--- config.mk ---
export PLATFORM = sky130hd
export DESIGN_NAME = tdpt_divider
export DESIGN_NICKNAME = d
export VERILOG_FILES = /design/src/tdpt_divider.sv
export SDC_FILE = /design/constraint.sdc
export NUM_CORES = 1
export LEC_CHECK = 0
export BUFFER_PORTS_ARGS = -buffer_cell sky130_fd_sc_hd__buf_2
export CELL_PAD_IN_SITES_DETAIL_PLACEMENT = 1
export CELL_PAD_IN_SITES_GLOBAL_PLACEMENT = 1
export CORE_MARGIN = 2
export CORE_UTILIZATION = 35
export CTS_CLUSTER_SIZE = 24
export DETAILED_ROUTE_END_ITERATION = 16
export PLACE_DENSITY = 0.7
export SYNTH_ARGS = -nofsm -noshare
export SYNTH_HDL_FRONTEND = slang
export SYNTH_SLANG_ARGS = --single-unit
--- constraint.sdc ---
create_clock -name clk_i -period 7.8 [get_ports clk_i]
set_input_delay 1.17 -clock clk_i [delete_from_list [all_inputs] [get_ports clk_i]]
set_output_delay 1.17 -clock clk_i [all_outputs]
set_load 0.1 [all_outputs]
--- src/tdpt_divider.sv ---
// Restoring unsigned divider, one quotient bit per cycle.
// Standalone; used by trial_division_prime_test.
module tdpt_divider #(
  parameter int unsigned Width = 32
) (
  input  logic             clk_i,
  input  logic             rst_ni,
  input  logic             start_i,
  input  logic [Width-1:0] dividend_i,
  input  logic [Width-1:0] divisor_i,
  output logic             done_o,
  output logic [Width-1:0] quotient_o,
  output logic [Width-1:0] remainder_o
);

  localparam int unsigned CntW = $clog2(Width);

  logic             busy_q, busy_d;
  logic             done_q, done_d;
  logic [CntW-1:0]  cnt_q, cnt_d;
  logic [Width-1:0] quo_q, quo_d;
  logic [Width-1:0] rem_q, rem_d;
  logic [Width-1:0] dvs_q, dvs_d;
  logic [Width:0]   shifted;
  logic [Width:0]   trial;

  // shift next dividend bit into the partial remainder and try a subtract
  assign shifted = {rem_q, quo_q[Width-1]};
  assign trial   = shifted - {1'b0, dvs_q};

  always_comb begin
    busy_d = busy_q;
    done_d = 1'b0;
    cnt_d  = cnt_q;
    quo_d  = quo_q;
    rem_d  = rem_q;
    dvs_d  = dvs_q;
    if (start_i) begin
      quo_d  = dividend_i;
      rem_d  = '0;
      dvs_d  = divisor_i;
      cnt_d  = CntW'(Width - 1);
      busy_d = 1'b1;
    end else if (busy_q) begin
      if (trial[Width]) begin
        // subtract would go negative: restore
        rem_d = shifted[Width-1:0];
        quo_d = {quo_q[Width-2:0], 1'b0};
      end else begin
        rem_d = trial[Width-1:0];
        quo_d = {quo_q[Width-2:0], 1'b1};
      end
      if (cnt_q == '0) begin
        busy_d = 1'b0;
        done_d = 1'b1;
      end else begin
        cnt_d = cnt_q - CntW'(1);
      end
    end
  end

  // control state
  always_ff @(posedge clk_i or negedge rst_ni) begin
    if (!rst_ni) begin
      busy_q <= 1'b0;
      done_q <= 1'b0;
      cnt_q  <= '0;
    end else begin
      busy_q <= busy_d;
      done_q <= done_d;
      cnt_q  <= cnt_d;
    end
  end

  // datapath
  always_ff @(posedge clk_i) begin
    quo_q <= quo_d;
    rem_q <= rem_d;
    dvs_q <= dvs_d;
  end

  assign done_o      = done_q;
  assign quotient_o  = quo_q;
  assign remainder_o = rem_q;

endmodule

Yosys cells after proc, flatten, opt, wreduce, memory -nomap -nowiden:

Cells that the tools add are included.

* bits in registers: 103
* word-level logic and storage cells: 25

* add/subtract/negate cells: 2
* equality and inequality tests: 1
* mux-type cells: 13
* reduce and logical (&&, ||, !) cells: 3

Operators with widths (number)
* 32-bit two-way mux: 3
* 33-bit by 32-bit subtractor with 33-bit output: 1
* 5-bit two-way mux: 3
* 1-bit two-way mux: 7
* 5-bit zero test: 1
* 5-bit by 1-bit subtractor with 5-bit output (second input constant): 1
* 2-bit inequality test (second input constant): 1
* 2-bit AND reduction: 1
* 2-bit nonzero test: 1

Logic depth before layout (Yosys ltp):

* depth in word-level cells: 4
* depth in mapped cells: 14

Worst setup path after synthesis:

No wires, ideal clock.

* path kind: reg-to-reg
* start: register quo_q[31] (netlist: quotient_o[31])
* end: register rem_q[18] (netlist: remainder_o[18])
* library setup time: 0.125 ns
* data arrival time: 3.240 ns
* required time: 7.675 ns
* setup slack: 4.435 ns
* stages on the path, launching flop included: 13
* buffers on the path: 0
* clock period less this slack: 3.365 ns
* path through: edfxtp_1 > inv_1 > ha_1 > fa_1 > nand2b_1 > a21oi_2 > o21ai_0 > o221ai_1 > nor2_1 > o21ai_0 > a21oi_1 > and3_1 > o41a_1

* word-level cells in the longest chain between the ends: 2

RTL lines
* from (decl): RTL line 21 `logic [Width-1:0] quo_q, quo_d;`
* from (signal assigned): RTL line 77 `quo_q <= quo_d;`
* 33-bit by 32-bit subtractor with 33-bit output: RTL line 29 `assign trial = shifted - {1'b0, dvs_q};`
* 32-bit two-way mux: RTL line 45 `if (trial[Width]) begin`
* to (signal assigned): RTL line 78 `rem_q <= rem_d;`
* to (decl): RTL line 22 `logic [Width-1:0] rem_q, rem_d;`

No other way between the ends.
A chain may end at the register's enable or synchronous reset.

Worst setup path in the final report:

* start: register quo_q[31] (netlist: quotient_o[31])
* end: register rem_q[5] (netlist: remainder_o[5])

Same word-level chain as after synthesis.

==> run_results.csv <==
group,metric,value,unit
sta,finalHoldViolations,0,
critical_path,critPathMaxFanout,31,
sta,worst_pin_slew,0.7986,ns
critical_path,crit_type,"register to register",
critical_path,startpoint_type,"register",
sta,maxSlewViolCount,0,
synth,avgSynthCellArea,10.30,µm²
global_route,grt_use_total,0.1826,
place,portBuffers,131,
sta,tns,0,ns
place,hpwl,11830,µm
cells_and_area,final_util,0.4288,
clocking,postCtsSetupBuffers,0,
min_path,worst_hold_path.endpoint,"remainder_o[13]",
place,place_ws,4.393,ns
synth,syn-instance-count,583,
synth,synth_edf_count,64,
clocking,numCtsBuffers,9,
synth,yosys-top-cells-area,"edfxtp_1 32%, dfxtp_1 11%, ha_1 7.1%",
detailed_routing,final_antenna_net_count,0,
pwr,p_leak,0.003223,µW
critical_path,r2r_slack,4.39,ns
floorplanning,start_util,0.3595,
outcome,status,"completed",
min_path,worstHoldPathType,"register to register",
critical_path,reg2regPathDepth,12,
detailed_routing,post_drt_wl_per_cell,17.29,µm
floorplanning,fp-row-count,47,
clocking,clock-sinks,103,
sta,rsz0062_at_grt,"no",
synth,ys_top_cells_by_count,"64 x edfxtp_1, 59 x nand2_1, 48 x inv_1",
global_route,antenna_found_initial,0,
global_route,grt_start_max_net_pins,60,
sta,maxSlewHeadroom,0.4676,
clocking,cts-root-buf,"clkbuf_16",
critical_path,r2r_end,"remainder_o[5]",
clocking,cts_tree,"done",
synth,synthArstFlopShare,0.06796,
synth,synth_most_common_cell,"edfxtp_1",
synth,netlist.area_leader.share,0.3201,
sta,max_freq,293.3,MHz
clocking,cts_hold_buf,0,
job,maxCapViolations,0,
sta,finalCritPeriodShare,0.4371,
cells_and_area,fin_cells,930,
detailed_routing,route.detailed.drc,0,
synth,synth_fp_nets,685,
floorplanning,die_w,135.0,µm
detailed_routing,num_vias,4828,
synth,yosys_warnings,0,
global_route,grt_pass1_wl,26530,µm
synth,synthFlopType,"edfxtp_1",
clocking,clkLatencyLatePin,0.37,ns
clocking,clock_path_buffers,2,
cells_and_area,areaGrowthSynthToFinish,19.25,%
pwr,ir_drop,0.0001608,V
synth,synth_top_area_cell,"edfxtp_1",
sta,fin_skew,0.01976,ns
synth,netlist_area,6005,µm²
critical_path,r2r-start,"quotient_o[31]",
clocking,cts_resized,0,
min_path,whs_path_depth,2,
floorplanning,fp.dieH,135.0,µm
floorplanning,die-area,18220,µm²
floorplanning,core,16700,µm²
detailed_routing,vias_per_cell,5.191,
pwr,p_per_area,383.1,nW/µm²
global_route,grt_overflow,0,
place,dpl.cell_count,914,
cells_and_area,nets,807,
critical_path,worstSetupEndpointType,"register",
critical_path,arrival,3.68,ns
synth,seq_area_frac_synth,0.4559,
detailed_routing,drt_wl_total,16080,µm
sta,layout_min_cycle_time,3.410,ns
sta,setup_slack,4.390,ns
detailed_routing,dr.pass1.iters,4,
clocking,clk_pin_slew,0.08,ns
global_route,grt_pass1_vias,5318,
cells_and_area,drive_above_1_share,0.3056,
floorplanning,io_pins,132,
sta,finalSetupViolCount,0,
critical_path,cp.required,8.07,ns
cells_and_area,n_antenna_cell,0,
clocking,cts.htree.levels,3,
place,gp_congestion,0.8153,
detailed_routing,initialDrtViolationCount,212,
synth,ys_ff_latch,103,
min_path,hold_start,"remainder_o[12]",
synth,synth_cell_types,65,
[layout by cell type, fill, tap and decap left out, drive strengths merged, types with 4 or more instances in the layout]
| cell type | count |
|---|---|
| edfxtp | 64 |
| dfxtp | 32 |
| buf | 134 |
| a21boi | 5 |
| xnor2 | 17 |
| a21oi | 32 |
| o21ai | 21 |
| inv | 52 |
| dfrtp | 7 |
| a21o | 15 |
| a311oi | 24 |
| nand2 | 70 |
| nand2b | 9 |
| nand3b | 5 |
| a41oi | 4 |
| a211oi | 6 |
| and3 | 10 |
| and2 | 6 |
| o21a | 4 |
| clkbuf | 9 |
| o211ai | 4 |
| xor2 | 4 |
| mux2 | 31 |
| ha | 34 |
| nor2 | 43 |
| nor3 | 11 |
| a31oi | 5 |
| nand3 | 16 |
[report_power, final]
part	leakage (µW)	internal [µW]	switching, µW
clock	0.000157	260	232
sequential	0.000985	683	89.7
combinational	0.00208	395	1080
total	0.00322	1340	1400
[through the flow]
stage          area, µm²  hold WS (ns)  total power, µW
2_1_floorplan       6005        0.4750             2011
3_3_place_gp        6840        0.5003             2236
3_5_place_dp        6840        0.5128             2269
4_1_cts             7161        0.5257             2776
5_1_grt             7161        0.5518             2905
6_report            7161        0.5197             2743
[layer usage]
layer  global-route usage  vias up  routed length [µm]
li1                     -     2368                   -
met1               0.2163     2337                6909
met2               0.3184      111                7942
met3              0.05781       12                1053
met4              0.05208        0                 177
met5                    0        -                   0
[layout make-up]
type                       count  area, µm²
timing repair buffer         134      680.7
multi-input combinational    409       2965
clock inverter                 7      95.09
tap                          220      275.3
clock buffer                   9      225.2
fill                        1946       9540
sequential                   103       2739
inverter                      48      180.2
[flip-flops by register name, summed over array words and instances (netlist names)]
signal / count
dvs_q: 32
quotient_o: 32
cnt_q: 5
remainder_o: 32
done_o: 1
busy_q: 1
[cells by family (layout without fill, tap and decap cells)]
| kind of cell | count (synthesis) | after routing | synth area share |
|---|---|---|---|
| adders and majority gates | 35 | 35 | 0.07418 |
| muxes | 33 | 33 | 0.06147 |
| AOI/OAI and AO/OA | 142 | 142 | 0.1875 |
| buffers and inverters | 71 | 198 | 0.05022 |
| xor gates and xnor gates | 21 | 21 | 0.03063 |
| and+or+nand+nor | 178 | 178 | 0.1400 |
| DFF | 103 | 103 | 0.4559 |
[worst max-delay path: stages (launching register included)]
cell,delay [ns]
edfxtp_1,0.38
inv_1,0.06
ha_1,0.22
fa_1,0.40
nand2b_1,0.20
a21oi_2,0.25
o41ai_4,0.12
nand2_1,0.10
a41oi_1,0.20
nand3_2,0.21
nand2_2,0.41
or3_1,0.51
a311oi_1,0.25
[how the worst max path moves through the flow]
stage,end,from,slack (ns),depth (start not counted)
after floorplan,remainder_o[18],quotient_o[31],4.43,12
after global placement,remainder_o[18],quotient_o[31],4.54,12
after detailed placement,remainder_o[5],quotient_o[31],4.39,12
after CTS,remainder_o[5],quotient_o[31],4.32,12
after global routing,remainder_o[5],quotient_o[31],4.13,12
final,remainder_o[5],quotient_o[31],4.39,12
No activity file was read; power rests on OpenSTA's default activity.
